===== src/hw/rtl/sps_pkg.sv =====
// sps_pkg: shared types, codes and constants of the stepper phase sequencer
// used by every rtl file of the block, no dependencies
`default_nettype none

package sps_pkg;

  localparam int POS_BITS      = 32;
  localparam int AMT_BITS      = 32;
  localparam int OP_BITS       = 3;
  localparam int SPR_BITS      = 16;
  localparam int RPM_BITS      = 10;
  localparam int PERIOD_BITS   = 26;
  localparam int CFG_IDX_BITS  = 3;
  localparam int CFG_DATA_BITS = 16;

  // period divider: 60000000 fits the period width
  localparam int DIV_BITS     = PERIOD_BITS;
  localparam int DVS_BITS     = PERIOD_BITS;
  localparam int DIV_CNT_BITS = $clog2(DIV_BITS);

  localparam logic [DIV_BITS-1:0]    TICKS_PER_MIN  = DIV_BITS'(60000000);
  localparam logic [AMT_BITS-1:0]    DEG_PER_REV    = AMT_BITS'(360);
  localparam logic [PERIOD_BITS-1:0] PULSE_TICKS    = PERIOD_BITS'(10);
  localparam logic [PERIOD_BITS-1:0] SETUP_TICKS    = PERIOD_BITS'(2);
  localparam logic [PERIOD_BITS-1:0] RESET_PERIOD   = PERIOD_BITS'(2929);
  localparam logic [SPR_BITS-1:0]    RESET_SPR      = SPR_BITS'(2048);
  localparam logic [RPM_BITS-1:0]    RESET_RPM      = RPM_BITS'(10);

  // x / 360 as (x >> 3) / 45 by reciprocal multiply, exact over each operand range
  localparam logic [28:0] DEG_RECIP_HI = 29'd381774871;  // ceil(2^34 / 45), x < 2^32
  localparam logic [22:0] DEG_RECIP_LO = 23'd5965233;    // ceil(2^28 / 45), x < 2^25

  localparam logic [3:0] FULL_STEP_COILS [4] = '{4'd1, 4'd2, 4'd4, 4'd8};
  localparam logic [3:0] HALF_STEP_COILS [8] =
    '{4'd1, 4'd3, 4'd2, 4'd6, 4'd4, 4'd12, 4'd8, 4'd9};

  typedef enum logic [OP_BITS-1:0] {
    OP_TICK    = 3'd0,
    OP_STEPS   = 3'd1,
    OP_DEGREES = 3'd2,
    OP_REVS    = 3'd3,
    OP_ENABLE  = 3'd4,
    OP_DISABLE = 3'd5,
    OP_STOP    = 3'd6,
    OP_ZERO    = 3'd7
  } op_e;

  typedef enum logic [CFG_IDX_BITS-1:0] {
    CFG_DRIVER_KIND   = 3'd0,
    CFG_HALF_STEP     = 3'd1,
    CFG_REV_STEPS     = 3'd2,
    CFG_SPEED_RPM     = 3'd3,
    CFG_HAS_ENABLE    = 3'd4
  } cfg_e;

  // controller to datapath
  typedef struct packed {
    logic exec;         // apply an immediate operation from the input word
    logic load;         // latch a move word
    logic mul;          // register the products
    logic div_start;
    logic period_load;
    logic apply;        // start the move from the latched word
  } cmd_t;

  // datapath to controller
  typedef struct packed {
    logic busy;
    logic div_done;
  } status_t;

endpackage

`default_nettype wire


===== src/hw/rtl/sps_if.sv =====
// sps_if: valid/ready channel interfaces of the stepper phase sequencer
// depends on sps_pkg for field widths
`default_nettype none

interface sps_in_if;
  logic                                valid;
  logic                                ready;
  logic [sps_pkg::OP_BITS-1:0]         operation;
  logic signed [sps_pkg::AMT_BITS-1:0] amount;

  modport source (output valid, output operation, output amount, input ready);
  modport sink   (input valid, input operation, input amount, output ready);
endinterface

interface sps_out_if;
  logic              valid;
  logic              ready;
  logic [3:0]        coils;
  logic              step_line;
  logic              dir_line;
  logic              enable_line;
  logic signed [31:0] position;
  logic              busy_res;
  logic              enabled;

  modport source (output valid, output coils, output step_line, output dir_line,
                  output enable_line, output position, output busy_res,
                  output enabled, input ready);
  modport sink   (input valid, input coils, input step_line, input dir_line,
                  input enable_line, input position, input busy_res,
                  input enabled, output ready);
endinterface

interface sps_cfg_if;
  logic                               valid;
  logic                               ready;
  logic [sps_pkg::CFG_IDX_BITS-1:0]   index;
  logic [sps_pkg::CFG_DATA_BITS-1:0]  data;

  modport source (output valid, output index, output data, input ready);
  modport sink   (input valid, input index, input data, output ready);
endinterface

`default_nettype wire


===== src/hw/rtl/sps_div.sv =====
// sps_div: restoring divider, one quotient bit per cycle
// depends on sps_pkg for widths
`default_nettype none

module sps_div (
  input  wire logic                          clk_i,
  input  wire logic                          rst_ni,
  input  wire logic                          start_i,
  input  wire logic [sps_pkg::DIV_BITS-1:0]  dividend_i,
  input  wire logic [sps_pkg::DVS_BITS-1:0]  divisor_i,
  output logic                               done_o,
  output logic [sps_pkg::DIV_BITS-1:0]       quotient_o
);

  logic                              busy_q, done_q;
  logic [sps_pkg::DIV_CNT_BITS-1:0]  cnt_q;
  logic [sps_pkg::DVS_BITS-1:0]      rem_q, dvs_q, rem_d;
  logic [sps_pkg::DIV_BITS-1:0]      quo_q;
  logic [sps_pkg::DVS_BITS:0]        trial;
  logic                              ge;

  // remainder stays below the divisor, so the trial fits one extra bit
  always_comb begin
    trial = {rem_q, quo_q[sps_pkg::DIV_BITS-1]};
    ge    = trial >= {1'b0, dvs_q};
    rem_d = ge ? sps_pkg::DVS_BITS'(trial - {1'b0, dvs_q})
               : trial[sps_pkg::DVS_BITS-1:0];
  end

  always_ff @(posedge clk_i or negedge rst_ni) begin
    if (!rst_ni) begin
      busy_q <= 1'b0;
      done_q <= 1'b0;
      cnt_q  <= '0;
    end else if (start_i) begin
      busy_q <= 1'b1;
      done_q <= 1'b0;
      cnt_q  <= '0;
    end else if (busy_q) begin
      cnt_q <= cnt_q + 1'b1;
      if (cnt_q == sps_pkg::DIV_CNT_BITS'(sps_pkg::DIV_BITS - 1)) begin
        busy_q <= 1'b0;
        done_q <= 1'b1;
      end
    end else begin
      done_q <= 1'b0;
    end
  end

  always_ff @(posedge clk_i) begin
    if (start_i) begin
      rem_q <= '0;
      quo_q <= dividend_i;
      dvs_q <= divisor_i;
    end else if (busy_q) begin
      rem_q <= rem_d;
      quo_q <= {quo_q[sps_pkg::DIV_BITS-2:0], ge};
    end
  end

  assign done_o     = done_q;
  assign quotient_o = quo_q;

  a_start_busy : assert property (@(posedge clk_i) disable iff (!rst_ni)
    start_i |=> busy_q) else $error("divider did not start");
  a_no_restart : assert property (@(posedge clk_i) disable iff (!rst_ni)
    busy_q |-> !start_i) else $error("divider restarted while running");

endmodule

`default_nettype wire


===== src/hw/rtl/sps_ctrl.sv =====
// sps_ctrl: handshake and sequencing controller of the stepper phase sequencer
// depends on sps_pkg for commands, status and operation codes
`default_nettype none

module sps_ctrl (
  input  wire logic                         clk_i,
  input  wire logic                         rst_ni,
  input  wire logic                         in_valid_i,
  input  wire logic [sps_pkg::OP_BITS-1:0]  operation_i,
  output logic                              in_ready_o,
  output logic                              out_valid_o,
  input  wire logic                         out_ready_i,
  input  wire sps_pkg::status_t             status_i,
  output sps_pkg::cmd_t                     cmd_o
);

  typedef enum logic [2:0] {
    S_IDLE,
    S_MUL,
    S_PER_GO,
    S_PER_WAIT,
    S_APPLY
  } state_e;

  state_e state_q, state_d;
  logic   out_valid_q, out_valid_d;
  logic   accept, is_move;

  always_comb begin
    in_ready_o  = (state_q == S_IDLE) && (!out_valid_q || out_ready_i);
    accept      = in_valid_i && in_ready_o;
    is_move     = operation_i inside {sps_pkg::OP_STEPS, sps_pkg::OP_DEGREES,
                                      sps_pkg::OP_REVS};
    cmd_o       = '0;
    state_d     = state_q;
    out_valid_d = out_valid_q && !out_ready_i;
    case (state_q)
      S_IDLE: begin
        if (accept) begin
          // a move while busy is ignored and answers at once
          if (is_move && !status_i.busy) begin
            cmd_o.load = 1'b1;
            state_d    = S_MUL;
          end else begin
            cmd_o.exec  = 1'b1;
            out_valid_d = 1'b1;
          end
        end
      end
      S_MUL: begin
        cmd_o.mul = 1'b1;
        state_d   = S_PER_GO;
      end
      S_PER_GO: begin
        cmd_o.div_start = 1'b1;
        state_d         = S_PER_WAIT;
      end
      S_PER_WAIT: begin
        // the degree quotient settles well before the divider ends
        if (status_i.div_done) begin
          cmd_o.period_load = 1'b1;
          state_d           = S_APPLY;
        end
      end
      S_APPLY: begin
        cmd_o.apply = 1'b1;
        out_valid_d = 1'b1;
        state_d     = S_IDLE;
      end
      default: begin
        state_d = S_IDLE;
      end
    endcase
  end

  always_ff @(posedge clk_i or negedge rst_ni) begin
    if (!rst_ni) begin
      state_q     <= S_IDLE;
      out_valid_q <= 1'b0;
    end else begin
      state_q     <= state_d;
      out_valid_q <= out_valid_d;
    end
  end

  assign out_valid_o = out_valid_q;

  a_apply_word : assert property (@(posedge clk_i) disable iff (!rst_ni)
    cmd_o.apply |=> out_valid_o) else $error("move start gave no word");
  a_done_waited : assert property (@(posedge clk_i) disable iff (!rst_ni)
    status_i.div_done |-> state_q == S_PER_WAIT)
    else $error("divider finished outside a wait state");
  a_move_no_word : assert property (@(posedge clk_i) disable iff (!rst_ni)
    cmd_o.load |=> !out_valid_o) else $error("stale word during move start");

endmodule

`default_nettype wire


===== src/hw/rtl/sps_dp.sv =====
// sps_dp: motion state, configuration registers, multipliers and divider
// depends on sps_pkg and sps_div
`default_nettype none

module sps_dp (
  input  wire logic                               clk_i,
  input  wire logic                               rst_ni,
  input  wire sps_pkg::cmd_t                      cmd_i,
  output sps_pkg::status_t                        status_o,
  input  wire logic [sps_pkg::OP_BITS-1:0]        operation_i,
  input  wire logic signed [sps_pkg::AMT_BITS-1:0] amount_i,
  input  wire logic                               cfg_we_i,
  input  wire logic [sps_pkg::CFG_IDX_BITS-1:0]   cfg_index_i,
  input  wire logic [sps_pkg::CFG_DATA_BITS-1:0]  cfg_data_i,
  output logic [3:0]                              coils_o,
  output logic                                    step_line_o,
  output logic                                    dir_line_o,
  output logic                                    enable_line_o,
  output logic signed [31:0]                      position_o,
  output logic                                    busy_res_o,
  output logic                                    enabled_o
);

  typedef enum logic [1:0] {
    ST_IDLE,
    ST_SETUP,
    ST_HIGH,
    ST_GAP
  } stage_e;

  typedef struct packed {
    logic [2:0]                            phase;
    logic signed [sps_pkg::POS_BITS-1:0]   pos;
    logic [sps_pkg::AMT_BITS-1:0]          left;
    logic                                  fwd;
    logic [sps_pkg::PERIOD_BITS-1:0]       period;
    logic [sps_pkg::PERIOD_BITS-1:0]       wait_cnt;
    stage_e                                stage;
    logic [3:0]                            coil;
    logic                                  step;
    logic                                  dir;
  } motion_t;

  motion_t mot_q, mot_d;
  logic    en_line_q, en_line_d, en_flag_q, en_flag_d;

  logic                             kind_q, half_q, has_en_q;
  logic [sps_pkg::SPR_BITS-1:0]     spr_q, spr_eff;
  logic [sps_pkg::RPM_BITS-1:0]     rpm_q, rpm_eff;

  logic [sps_pkg::OP_BITS-1:0]      op_q;
  logic [sps_pkg::AMT_BITS-1:0]     amt_q, abs_amt, abs_q;
  logic                             neg_q;
  logic [sps_pkg::AMT_BITS-1:0]     mag_q;
  logic [sps_pkg::DVS_BITS-1:0]     prod_q;

  // degree count pipeline: |amount| = 360 * qa + ra,
  // |amount| * spr / 360 = qa * spr + ra * spr / 360
  logic [57:0]                      qa_prod;
  logic [44:0]                      rq_prod;
  logic [sps_pkg::AMT_BITS-1:0]     qa_back, ra_diff;
  logic [38:0]                      deg_mag;
  logic [22:0]                      deg_qa_q;
  logic [8:0]                       deg_ra_q;
  logic [24:0]                      deg_rs_q;
  logic [15:0]                      deg_rq_q;
  logic [sps_pkg::AMT_BITS-1:0]     deg_cnt_q;

  logic                             div_done;
  logic [sps_pkg::DIV_BITS-1:0]     div_quo;

  function automatic motion_t count_step(motion_t m);
    motion_t r;
    r = m;
    r.pos  = r.fwd ? r.pos + sps_pkg::POS_BITS'(1) : r.pos - sps_pkg::POS_BITS'(1);
    r.left = r.left - 1'b1;
    return r;
  endfunction

  function automatic motion_t begin_step(motion_t m, logic kind, logic half);
    motion_t r;
    r = m;
    if (!kind) begin
      if (r.fwd) begin
        r.phase = r.phase + 1'b1;
      end else if (r.phase == 3'd0) begin
        r.phase = half ? 3'd7 : 3'd3;
      end else begin
        r.phase = r.phase - 1'b1;
      end
      r.coil     = half ? sps_pkg::HALF_STEP_COILS[r.phase]
                        : sps_pkg::FULL_STEP_COILS[r.phase[1:0]];
      r          = count_step(r);
      r.stage    = ST_GAP;
      r.wait_cnt = r.period;
    end else begin
      r.dir      = r.fwd;
      r.stage    = ST_SETUP;
      r.wait_cnt = sps_pkg::SETUP_TICKS;
    end
    return r;
  endfunction

  function automatic motion_t end_stage(motion_t m, logic kind, logic half);
    motion_t r;
    r = m;
    case (r.stage)
      ST_SETUP: begin
        r.step     = 1'b1;
        r.stage    = ST_HIGH;
        r.wait_cnt = sps_pkg::PULSE_TICKS;
      end
      ST_HIGH: begin
        r.step     = 1'b0;
        r          = count_step(r);
        r.stage    = ST_GAP;
        r.wait_cnt = r.period;
      end
      default: begin
        if (r.left != '0) begin
          r = begin_step(r, kind, half);
        end else begin
          r.stage    = ST_IDLE;
          r.wait_cnt = '0;
          if (!kind) begin
            r.coil = '0;
          end
        end
      end
    endcase
    return r;
  endfunction

  function automatic motion_t halt(motion_t m, logic kind);
    motion_t r;
    r = m;
    r.stage    = ST_IDLE;
    r.left     = '0;
    r.wait_cnt = '0;
    if (!kind) begin
      r.coil = '0;
    end else begin
      r.step = 1'b0;
    end
    return r;
  endfunction

  assign spr_eff = (spr_q == '0) ? sps_pkg::SPR_BITS'(1) : spr_q;
  assign rpm_eff = (rpm_q == '0) ? sps_pkg::RPM_BITS'(1) : rpm_q;
  assign abs_amt = amt_q[sps_pkg::AMT_BITS-1] ? (~amt_q + 1'b1) : amt_q;

  always_comb begin
    motion_t                        m;
    logic [sps_pkg::AMT_BITS-1:0]   cnt;
    m         = mot_q;
    cnt       = amt_q;
    en_line_d = en_line_q;
    en_flag_d = en_flag_q;
    if (cmd_i.exec) begin
      case (sps_pkg::op_e'(operation_i))
        sps_pkg::OP_TICK: begin
          if (m.stage != ST_IDLE) begin
            if (m.wait_cnt <= sps_pkg::PERIOD_BITS'(1)) begin
              m = end_stage(m, kind_q, half_q);
            end else begin
              m.wait_cnt = m.wait_cnt - 1'b1;
            end
          end
        end
        sps_pkg::OP_ENABLE: begin
          if (kind_q && has_en_q) begin
            en_line_d = 1'b0;
          end
          en_flag_d = 1'b1;
        end
        sps_pkg::OP_DISABLE: begin
          if (kind_q && has_en_q) begin
            en_line_d = 1'b1;
          end
          if (!kind_q) begin
            m = halt(m, kind_q);
          end
          en_flag_d = 1'b0;
        end
        sps_pkg::OP_STOP: begin
          m = halt(m, kind_q);
        end
        sps_pkg::OP_ZERO: begin
          m.pos = '0;
        end
        default: begin
          // move words that arrive while busy change nothing
        end
      endcase
    end else if (cmd_i.apply) begin
      case (sps_pkg::op_e'(op_q))
        sps_pkg::OP_DEGREES: begin
          cnt = neg_q ? (32'd0 - deg_cnt_q) : deg_cnt_q;
        end
        sps_pkg::OP_REVS: begin
          cnt = neg_q ? (32'd0 - mag_q) : mag_q;
        end
        default: begin
          cnt = amt_q;
        end
      endcase
      if (cnt == '0) begin
        if (!kind_q) begin
          m.coil = '0;
        end
      end else begin
        m.fwd  = !cnt[sps_pkg::AMT_BITS-1];
        m.left = cnt[sps_pkg::AMT_BITS-1] ? (32'd0 - cnt) : cnt;
        m      = begin_step(m, kind_q, half_q);
      end
    end
    if (cmd_i.period_load) begin
      m.period = div_quo[sps_pkg::PERIOD_BITS-1:0];
    end
    mot_d = m;
  end

  always_ff @(posedge clk_i or negedge rst_ni) begin
    if (!rst_ni) begin
      mot_q.phase    <= '0;
      mot_q.pos      <= '0;
      mot_q.left     <= '0;
      mot_q.fwd      <= 1'b1;
      mot_q.period   <= sps_pkg::RESET_PERIOD;
      mot_q.wait_cnt <= '0;
      mot_q.stage    <= ST_IDLE;
      mot_q.coil     <= '0;
      mot_q.step     <= 1'b0;
      mot_q.dir      <= 1'b0;
      en_line_q      <= 1'b1;
      en_flag_q      <= 1'b0;
    end else begin
      mot_q     <= mot_d;
      en_line_q <= en_line_d;
      en_flag_q <= en_flag_d;
    end
  end

  always_ff @(posedge clk_i or negedge rst_ni) begin
    if (!rst_ni) begin
      kind_q   <= 1'b0;
      half_q   <= 1'b0;
      spr_q    <= sps_pkg::RESET_SPR;
      rpm_q    <= sps_pkg::RESET_RPM;
      has_en_q <= 1'b0;
    end else if (cfg_we_i) begin
      case (sps_pkg::cfg_e'(cfg_index_i))
        sps_pkg::CFG_DRIVER_KIND:   kind_q   <= cfg_data_i[0];
        sps_pkg::CFG_HALF_STEP:     half_q   <= cfg_data_i[0];
        sps_pkg::CFG_REV_STEPS:     spr_q    <= cfg_data_i[sps_pkg::SPR_BITS-1:0];
        sps_pkg::CFG_SPEED_RPM:     rpm_q    <= cfg_data_i[sps_pkg::RPM_BITS-1:0];
        sps_pkg::CFG_HAS_ENABLE:    has_en_q <= cfg_data_i[0];
        default: begin
        end
      endcase
    end
  end

  // move operands and products
  always_ff @(posedge clk_i) begin
    if (cmd_i.load) begin
      op_q  <= operation_i;
      amt_q <= amount_i;
    end
    if (cmd_i.mul) begin
      neg_q  <= amt_q[sps_pkg::AMT_BITS-1];
      abs_q  <= abs_amt;
      mag_q  <= abs_amt * sps_pkg::AMT_BITS'(spr_eff);
      prod_q <= sps_pkg::DVS_BITS'(rpm_eff) * sps_pkg::DVS_BITS'(spr_eff);
    end
  end

  // degree count, registered through deg_qa_q, deg_ra_q, deg_rs_q, deg_rq_q and deg_cnt_q after the operands
  assign qa_prod = 58'(abs_q[sps_pkg::AMT_BITS-1:3]) * 58'(sps_pkg::DEG_RECIP_HI);
  assign qa_back = sps_pkg::AMT_BITS'(deg_qa_q) * sps_pkg::DEG_PER_REV;
  assign ra_diff = abs_q - qa_back;
  assign rq_prod = 45'(deg_rs_q[24:3]) * 45'(sps_pkg::DEG_RECIP_LO);
  assign deg_mag = 39'(deg_qa_q) * 39'(spr_eff) + 39'(deg_rq_q);

  always_ff @(posedge clk_i) begin
    deg_qa_q  <= qa_prod[56:34];
    deg_ra_q  <= ra_diff[8:0];
    deg_rs_q  <= 25'(deg_ra_q) * 25'(spr_eff);
    deg_rq_q  <= rq_prod[43:28];
    deg_cnt_q <= deg_mag[sps_pkg::AMT_BITS-1:0];
  end

  sps_div u_div (
    .clk_i      (clk_i),
    .rst_ni     (rst_ni),
    .start_i    (cmd_i.div_start),
    .dividend_i (sps_pkg::TICKS_PER_MIN),
    .divisor_i  (prod_q),
    .done_o     (div_done),
    .quotient_o (div_quo)
  );

  assign status_o.busy     = mot_q.stage != ST_IDLE;
  assign status_o.div_done = div_done;

  assign coils_o       = mot_q.coil;
  assign step_line_o   = mot_q.step;
  assign dir_line_o    = mot_q.dir;
  assign enable_line_o = en_line_q;
  assign position_o    = 32'(mot_q.pos);
  assign busy_res_o    = mot_q.stage != ST_IDLE;
  assign enabled_o     = en_flag_q;

  a_idle_no_steps : assert property (@(posedge clk_i) disable iff (!rst_ni)
    mot_q.stage == ST_IDLE |-> mot_q.left == '0) else $error("idle with steps left");

endmodule

`default_nettype wire


===== src/hw/rtl/stepper_phase_sequencer_core.sv =====
// stepper_phase_sequencer_core: top level, joins controller and datapath
// depends on sps_pkg, sps_if, sps_ctrl, sps_dp
//
//   channel  dir  handshake          word
//   in_i     in   valid / ready      operation, amount
//   out_o    out  valid / ready      coils, step/dir/enable lines, position, flags
//   cfg_i    in   valid / ready = 1  register index, write data
//
// tick, enable, disable, stop and zero words are applied on acceptance; one is accepted
// each cycle while the previous result word is taken in the same cycle.
// a move start runs a 26-step restoring divider for the step period, with the
// degree count by a reciprocal multiply beside it, the same for every move kind.
// a pending result word blocks the next input word until it is taken.
// reset is asynchronous, active low; configuration writes are always taken.
`default_nettype none

module stepper_phase_sequencer_core (
  input  wire logic   clk_i,
  input  wire logic   rst_ni,
  sps_in_if.sink      in_i,
  sps_out_if.source   out_o,
  sps_cfg_if.sink     cfg_i
);

  sps_pkg::cmd_t    cmd;
  sps_pkg::status_t status;
  logic             in_ready;
  logic             out_valid;

  assign cfg_i.ready = 1'b1;
  assign in_i.ready  = in_ready;
  assign out_o.valid = out_valid;

  sps_ctrl u_ctrl (
    .clk_i       (clk_i),
    .rst_ni      (rst_ni),
    .in_valid_i  (in_i.valid),
    .operation_i (in_i.operation),
    .in_ready_o  (in_ready),
    .out_valid_o (out_valid),
    .out_ready_i (out_o.ready),
    .status_i    (status),
    .cmd_o       (cmd)
  );

  sps_dp u_dp (
    .clk_i         (clk_i),
    .rst_ni        (rst_ni),
    .cmd_i         (cmd),
    .status_o      (status),
    .operation_i   (in_i.operation),
    .amount_i      (in_i.amount),
    .cfg_we_i      (cfg_i.valid),
    .cfg_index_i   (cfg_i.index),
    .cfg_data_i    (cfg_i.data),
    .coils_o       (out_o.coils),
    .step_line_o   (out_o.step_line),
    .dir_line_o    (out_o.dir_line),
    .enable_line_o (out_o.enable_line),
    .position_o    (out_o.position),
    .busy_res_o    (out_o.busy_res),
    .enabled_o     (out_o.enabled)
  );

endmodule

`default_nettype wire


===== src/flat_wrapper.sv =====
// flat-port wrapper written by rule: the top's interface ports become plain ports
module stepper_phase_sequencer_core_flat 
  (clk_i, rst_ni, in_i_valid, in_i_operation, in_i_amount, in_i_ready, out_o_valid, out_o_coils, out_o_step_line, out_o_dir_line, out_o_enable_line, out_o_position, out_o_busy_res, out_o_enabled, out_o_ready, cfg_i_valid, cfg_i_index, cfg_i_data, cfg_i_ready);
  sps_in_if in_i_i ();
  sps_out_if out_o_i ();
  sps_cfg_if cfg_i_i ();
  input  wire logic clk_i;
  input  wire logic rst_ni;
  input wire logic [$bits(in_i_i.valid)-1:0] in_i_valid;
  input wire logic [$bits(in_i_i.operation)-1:0] in_i_operation;
  input wire logic [$bits(in_i_i.amount)-1:0] in_i_amount;
  output wire logic [$bits(in_i_i.ready)-1:0] in_i_ready;
  output wire logic [$bits(out_o_i.valid)-1:0] out_o_valid;
  output wire logic [$bits(out_o_i.coils)-1:0] out_o_coils;
  output wire logic [$bits(out_o_i.step_line)-1:0] out_o_step_line;
  output wire logic [$bits(out_o_i.dir_line)-1:0] out_o_dir_line;
  output wire logic [$bits(out_o_i.enable_line)-1:0] out_o_enable_line;
  output wire logic [$bits(out_o_i.position)-1:0] out_o_position;
  output wire logic [$bits(out_o_i.busy_res)-1:0] out_o_busy_res;
  output wire logic [$bits(out_o_i.enabled)-1:0] out_o_enabled;
  input wire logic [$bits(out_o_i.ready)-1:0] out_o_ready;
  input wire logic [$bits(cfg_i_i.valid)-1:0] cfg_i_valid;
  input wire logic [$bits(cfg_i_i.index)-1:0] cfg_i_index;
  input wire logic [$bits(cfg_i_i.data)-1:0] cfg_i_data;
  output wire logic [$bits(cfg_i_i.ready)-1:0] cfg_i_ready;
  assign in_i_i.valid = in_i_valid;
  assign in_i_i.operation = in_i_operation;
  assign in_i_i.amount = in_i_amount;
  assign in_i_ready = in_i_i.ready;
  assign out_o_valid = out_o_i.valid;
  assign out_o_coils = out_o_i.coils;
  assign out_o_step_line = out_o_i.step_line;
  assign out_o_dir_line = out_o_i.dir_line;
  assign out_o_enable_line = out_o_i.enable_line;
  assign out_o_position = out_o_i.position;
  assign out_o_busy_res = out_o_i.busy_res;
  assign out_o_enabled = out_o_i.enabled;
  assign out_o_i.ready = out_o_ready;
  assign cfg_i_i.valid = cfg_i_valid;
  assign cfg_i_i.index = cfg_i_index;
  assign cfg_i_i.data = cfg_i_data;
  assign cfg_i_ready = cfg_i_i.ready;
  stepper_phase_sequencer_core u_core (.clk_i(clk_i), .rst_ni(rst_ni), .in_i(in_i_i), .out_o(out_o_i), .cfg_i(cfg_i_i));
endmodule

===== config.mk =====
export PLATFORM = sky130hd
export DESIGN_NAME = stepper_phase_sequencer_core_flat
export DESIGN_NICKNAME = d
export VERILOG_FILES = /design/src/hw/rtl/sps_pkg.sv /design/src/hw/rtl/sps_if.sv /design/src/hw/rtl/sps_div.sv /design/src/hw/rtl/sps_ctrl.sv /design/src/hw/rtl/sps_dp.sv /design/src/hw/rtl/stepper_phase_sequencer_core.sv /design/src/flat_wrapper.sv
export SDC_FILE = /design/constraint.sdc
export NUM_CORES = 2
export LEC_CHECK = 0
export ABC_AREA = 1
export BUFFER_PORTS_ARGS = -buffer_cell sky130_fd_sc_hd__buf_2
export CAP_MARGIN = 20
export CORE_MARGIN = 5
export CORE_UTILIZATION = 60
export DETAILED_ROUTE_END_ITERATION = 8
export PLACE_DENSITY = 0.77
export SLEW_MARGIN = 20
export SYNTH_ARGS = -nofsm -noshare
export SYNTH_HDL_FRONTEND = slang
export SYNTH_SLANG_ARGS = --single-unit
export TNS_END_PERCENT = 20

===== constraint.sdc =====
create_clock -name clk_i -period 16.04 [get_ports clk_i]
set_input_delay 1.604 -clock clk_i [delete_from_list [all_inputs] [get_ports clk_i]]
set_output_delay 1.604 -clock clk_i [all_outputs]
set_load 0.1 [all_outputs]

Word-level counts from Yosys, hierarchy flattened --
Memories as Yosys holds them, arrays and structs flattened. Index checks and enable logic that the tools add are counted.
Word-level totals: register bits 479, memory bits (read-only) 64, bits of input ports 59, output and inout port bits 44, word-level logic and storage cells 277, memories kept 2
Memory list:
- (name not given) | words 8, bits a word 4, rd ports 1, clocked after Yosys merged registers in 0, wr ports 0, line sps_dp.sv:91 | r.coil = half ? sps_pkg::HALF_STEP_COILS[r.phase]
- (name not given) | words 8, bits a word 4, rd ports 1, clocked after Yosys merged registers in 0, wr ports 0, line sps_dp.sv:91
Operators by class: add/sub/neg operators 15, multipliers 7, $lt $le $gt $ge 6, equality and inequality tests 56, mux-type cells 104, bitwise logic cells 8, reductions and logical operators 43
Operator list (number):
- 128-bit two-way mux | 3
- 94-bit two-way mux | 4
- 32-bit two-way mux | 9
- 93-bit one-hot mux with 3 select lines | 1
- 94-bit one-hot mux with 2 select lines | 1
- 122-bit two-way mux | 1
- 32-bit one-hot mux with 3 select lines | 1
- 1-bit by 32-bit subtractor with 32-bit output (first input constant) | 3
- 93-bit two-way mux | 1
- 26-bit two-way mux | 3
- 32-bit one-hot mux with 2 select lines | 1
- 32-bit by 1-bit subtractor with 32-bit output (second input constant) | 2
- 29-bit by 29-bit multiplier with 57-bit output (second input constant) | 1
- 28-bit one-hot mux with 2 select lines | 1
- 3-bit two-way mux | 18
- 4-bit two-way mux | 13
- 5-bit two-way mux | 10
- 22-bit by 23-bit multiplier with 44-bit output (second input constant) | 1
- 2-bit != test (second input constant) | 17
- 32-bit by 1-bit adder with 32-bit output (second input constant) | 1
- 32-bit by 16-bit adder with 32-bit output | 1
- 32-bit by 2-bit adder with 32-bit output (second input constant) | 1
- 32-bit logical NOT | 1
- 23-bit by 16-bit multiplier with 32-bit output | 1
- other kinds (61) | 143

Logic depth before layout (Yosys ltp) --
depth after elaboration 29, mapped depth 41, depth with buffers taken out 40

Modules after synthesis --
Synthesis repeated with hierarchy kept, for this count alone.
Second synthesis, totals: cells, all modules 10195, area total of the unflattened synthesis 80692.4 µm²
By module, submodules not included:
- sps_dp | instances 1, cells each 9348, area an instance 74793.0 µm², seq. area each 9819.4 µm²
- sps_div | instances 1, cells each 806, area an instance 5642.9 µm², seq. area each 2257.2 µm²
- sps_ctrl | instances 1, cells each 39, area an instance 245.2 µm², seq. area each 100.1 µm²
- stepper_phase_sequencer_core | instances 1, cells each 2, area an instance 11.3 µm², seq. area each 0.0 µm²

Worst setup path before layout --
OpenSTA, ideal clock, no wires.
path kind reg2reg, start point reg u_core.u_ctrl.state_q[1], end point reg u_core.u_dp.abs_q[0] (netlist bit), enable pin, setup time 0.654 ns, arrival 6.612 ns, data required time 15.386 ns, path slack 8.774 ns, stages on the path, launching flop included 2, path buffers 0, clock period less this slack 7.266 ns, cell sequence dfrtp_1 > nor3_1
Between the ends: word-level cells in the longest chain between the ends 2
RTL lines:
- start, declared | line sps_ctrl.sv:25 | state_e state_q, state_d;
- start signal, assigned | line sps_ctrl.sv:81 | state_q <= state_d;
- 3-bit by 1-bit equality test with 1-bit output | line sps_ctrl.sv:37 | case (state_q)
- 1-bit two-way mux | line sps_ctrl.sv:37
- end signal, assigned | line sps_dp.sv:272 | abs_q <= abs_amt;
- end, declared | line sps_dp.sv:52 | logic [sps_pkg::AMT_BITS-1:0] amt_q, abs_amt, abs_q;
No other way between the ends. A chain may end at the register's enable or synchronous reset.

Worst setup path in the final report --
start point reg u_core.u_dp.spr_q[8] (netlist bit), end point reg u_core.u_dp.prod_q[24] (netlist bit) (data pin)
Between the ends: word-level cells in the longest chain between the ends 3
RTL lines:
- start, declared | line sps_dp.sv:48 | logic [sps_pkg::SPR_BITS-1:0] spr_q, spr_eff;
- start signal, assigned | line sps_dp.sv:248 | spr_q <= sps_pkg::RESET_SPR;
- start signal, assigned | line sps_dp.sv:255 | sps_pkg::CFG_REV_STEPS: spr_q <= cfg_data_i[sps_pkg::SPR_BITS-1:0];
- 16-bit logical NOT | line sps_dp.sv:148 | assign spr_eff = (spr_q == '0) ? sps_pkg::SPR_BITS'(1) : spr_q;
- 16-bit two-way mux (*) | line sps_dp.sv:148
- 10-bit by 16-bit multiplier with 26-bit output (*) | line sps_dp.sv:274 | prod_q <= sps_pkg::DVS_BITS'(rpm_eff) * sps_pkg::DVS_BITS'(spr_eff);
- end signal, assigned | line sps_dp.sv:274
- end, declared | line sps_dp.sv:55 | logic [sps_pkg::DVS_BITS-1:0] prod_q;
Every way passes the cells marked *; elsewhere a longest branch is shown, timed or not.

==> impl_metrics.env <==
export IMPL_timing_final_crit_share_pct=55.4
export IMPL_grt_max_degree=109
export IMPL_track_usage_pct=31.5
export IMPL_grt_antenna_before_repair=6
export IMPL_grt_pass1_wl_um=353000
export IMPL_finalSetupViolCount=0
export IMPL_ys_flop_type="dfrtp_1"
export IMPL_syn_area_um2=79300
export IMPL_synth_cell_types=79
export IMPL_ant_nets=0
export IMPL_skew_ns=0.0446
export IMPL_cts_sinks=476
export IMPL_syn_avg_cell_area_um2=8.04
export IMPL_report_final_slew_viol_count=0
export IMPL_dieArea_um2=140000
export IMPL_cts_resized=0
export IMPL_cpPeakStageDelay_ns=0.79
export IMPL_globalplace_congestion=1.02
export IMPL_htreeDepth=2
export IMPL_rsz0062_at_grt="no"
export IMPL_cp_start_kind="flip-flop"
export IMPL_hold_buffers=0
export IMPL_synth_async_reset_ratio_pct=35.7
export IMPL_drt_initial_drc_count=5315
export IMPL_start_util_pct=60.3
export IMPL_cts_buffers=57
export IMPL_cts_tree="done"
export IMPL_crit_top_cell="nand2_1"
export IMPL_synth_edf_count=152
export IMPL_endpoint_kind="flip-flop"
export IMPL_finalCriticalPeriod_ns=8.89
export IMPL_num_io_pins=103
export IMPL_drive_above_1_share_pct=4.77
export IMPL_chipWidth_um=374
export IMPL_tns_ns=0
export IMPL_place_ws_ns=7.40
export IMPL_cp_max_fo=47
export IMPL_max_slew_margin_pct=29.0
export IMPL_hold_viol=0
export IMPL_grt_pass1_vias=68100
export IMPL_grt_overflow=0
export IMPL_arrival_ns=9.34
export IMPL_worstSetupPathType="flip-flop to flip-flop"
export IMPL_core_area_um2=131000
export IMPL_avgViaCountPerCell=5.62
export IMPL_setup_slack_ns=7.15
export IMPL_final_util_pct=63.2
export IMPL_row_count=133
export IMPL_ys_seq_elements=476
export IMPL_ys_top_cells_by_count="2514 x inv_1, 1920 x nand2_1, 1222 x fa_1, 810 x ha_1, 604 x nor2_1"
export IMPL_clk_path_buf_depth=3
export IMPL_post_cts_setup_buffers=0
export IMPL_cts_root_buf="clkbuf_16"
export IMPL_drc=0
export IMPL_clk_pin_slew_ns=0.07
export IMPL_clk_latency_ns=0.71
export IMPL_routed_wl_um=218000
export IMPL_portBuffers=101
export IMPL_fmax_mhz=112
export IMPL_hold_class="flip-flop to flip-flop"
export IMPL_synth_seq_area_share_pct=15.0
export IMPL_cap_violations=0
export IMPL_vias=64900
export IMPL_place_detailed_hpwl_um=175000
export IMPL_synth_fp_nets=12000
export IMPL_outcome="finished clean"
export IMPL_yosys_warnings=0
export IMPL_nNetsFinal=11800
export IMPL_syn2layout_area_growth_pct=4.70
export IMPL_fp_dieH_um=374
export IMPL_crit_required_ns=16.49
export IMPL_synth_top_cell_area_share_pct=30.8
export IMPL_wl_per_cell_um=18.9
export IMPL_syn_inst=9861
export IMPL_synth_most_common_cell="inv_1"
export IMPL_critPathSlowestCell="clkinv_1"
export IMPL_synth_area_top_cells="fa_1 31%, ha_1 13%, inv_1 12%, nand2_1 9.1%, edfxtp_1 5.8%"
export IMPL_drt_pass1_iterations=6
export IMPL_worst_pin_slew_ns=1.06
export IMPL_synth_top_cell_by_area="fa_1"
==> flip-flops by register name (all words and copies together), names as in the netlist, 32 cells and up <==
register / count
u_core.u_dp.mag_q: 32
u_core.u_dp.abs_q: 32
u_core.u_dp.deg_cnt_q: 32
u_core.u_dp.mot_q: 90
u_core.u_dp.position_o: 32
u_core.u_dp.amt_q: 32
==> cell type report <==
type                       instances  area [um^2]
tap                             1755         2200
inverter                        2554         9590
clock buffer                      63         1520
timing repair buffer             163          992
fill                           11100        48400
sequential                       476        11900
antenna                            5         12.5
clock inverter                    45          548
multi-input combinational       6488        56200
==> cells in the final DEF, fill, tap and decap left out, types with 21 or more instances in the layout <==
master	n
nand3_1	307
buf_2	100
nand2_2	34
inv_2	21
nor2_1	600
nand4_1	63
nor2_2	37
xor2_1	193
nor4_1	22
clkbuf_16	59
buf_4	61
edfxtp_1	152
dfrtp_1	144
a31oi_1	41
nor2_4	21
a22oi_1	45
a21oi_1	347
o211ai_1	25
xnor2_1	99
dfxtp_1	154
ha_1	810
o21ai_0	360
nor3_1	73
fa_1	1222
o21ai_1	31
o22ai_1	30
nand2_1	1919
inv_1	2514
==> final timing paths <==
check | start | endpoint | slack, ns | cells after the start
setup / recovery | u_core.u_dp.spr_q[8] | u_core.u_dp.prod_q[24] | 7.15 | 38
hold / removal | u_core.u_dp.prod_q[10] | u_core.u_dp.u_div.dvs_q[10] | 0.42 | 0
setup reg to reg | u_core.u_dp.spr_q[8] | u_core.u_dp.prod_q[24] | 7.15 | 38
hold reg to reg | u_core.u_dp.prod_q[10] | u_core.u_dp.u_div.dvs_q[10] | 0.42 | 0
max in group asynchronous | rst_ni | u_core.u_dp.spr_q[14] | 13.53 | 2
min in group asynchronous | rst_ni | u_core.u_dp.mot_q[14] | 1.00 | 1
==> layer usage <==
| layer | vias to the layer above | wire length, um | global-route usage (%) |
|---|---|---|---|
| li1 | 29500 | - | - |
| met1 | 31400 | 81700 | 39.1 |
| met2 | 3055 | 101000 | 51.9 |
| met3 | 830 | 20800 | 6.38 |
| met4 | 0 | 14500 | 17.2 |
| met5 | - | 0 | 0 |
==> logic make-up after synthesis <==
group	share of synthesized area, %
AND/OR/NAND/NOR	16.7
buffers and inverters	14.1
adder cells (fa/ha/maj)	43.6
AO/OA/AOI/OAI	7.21
flip-flops	15.0
XOR/XNOR	3.27
other	0.00473
multiplexers	0.0126
==> critical path: cells and delay by family (launching register included) <==
family | cells | cell delay (ns)
DFF | 1 | 0.65
xor gates and xnor gates | 1 | 0.11
adders and majority gates | 6 | 2.15
AOI/OAI and AO/OA | 5 | 1.08
and+or+nand+nor | 18 | 2.18
buffers and inverters | 8 | 2.44
==> metrics by stage <==
stage	instances	area (um^2)	hold slack [ns]
floorplan	9861	79300	0.323
global placement	11400	80900	0.403
detailed placement	11400	80900	0.405
CTS	11500	83000	0.419
global route	11500	83000	0.423
finish	11500	83000	0.418
Power is left out: the tool's default activity adds up to more than one toggle a clock period on the data nets, which glitch-free logic cannot reach.
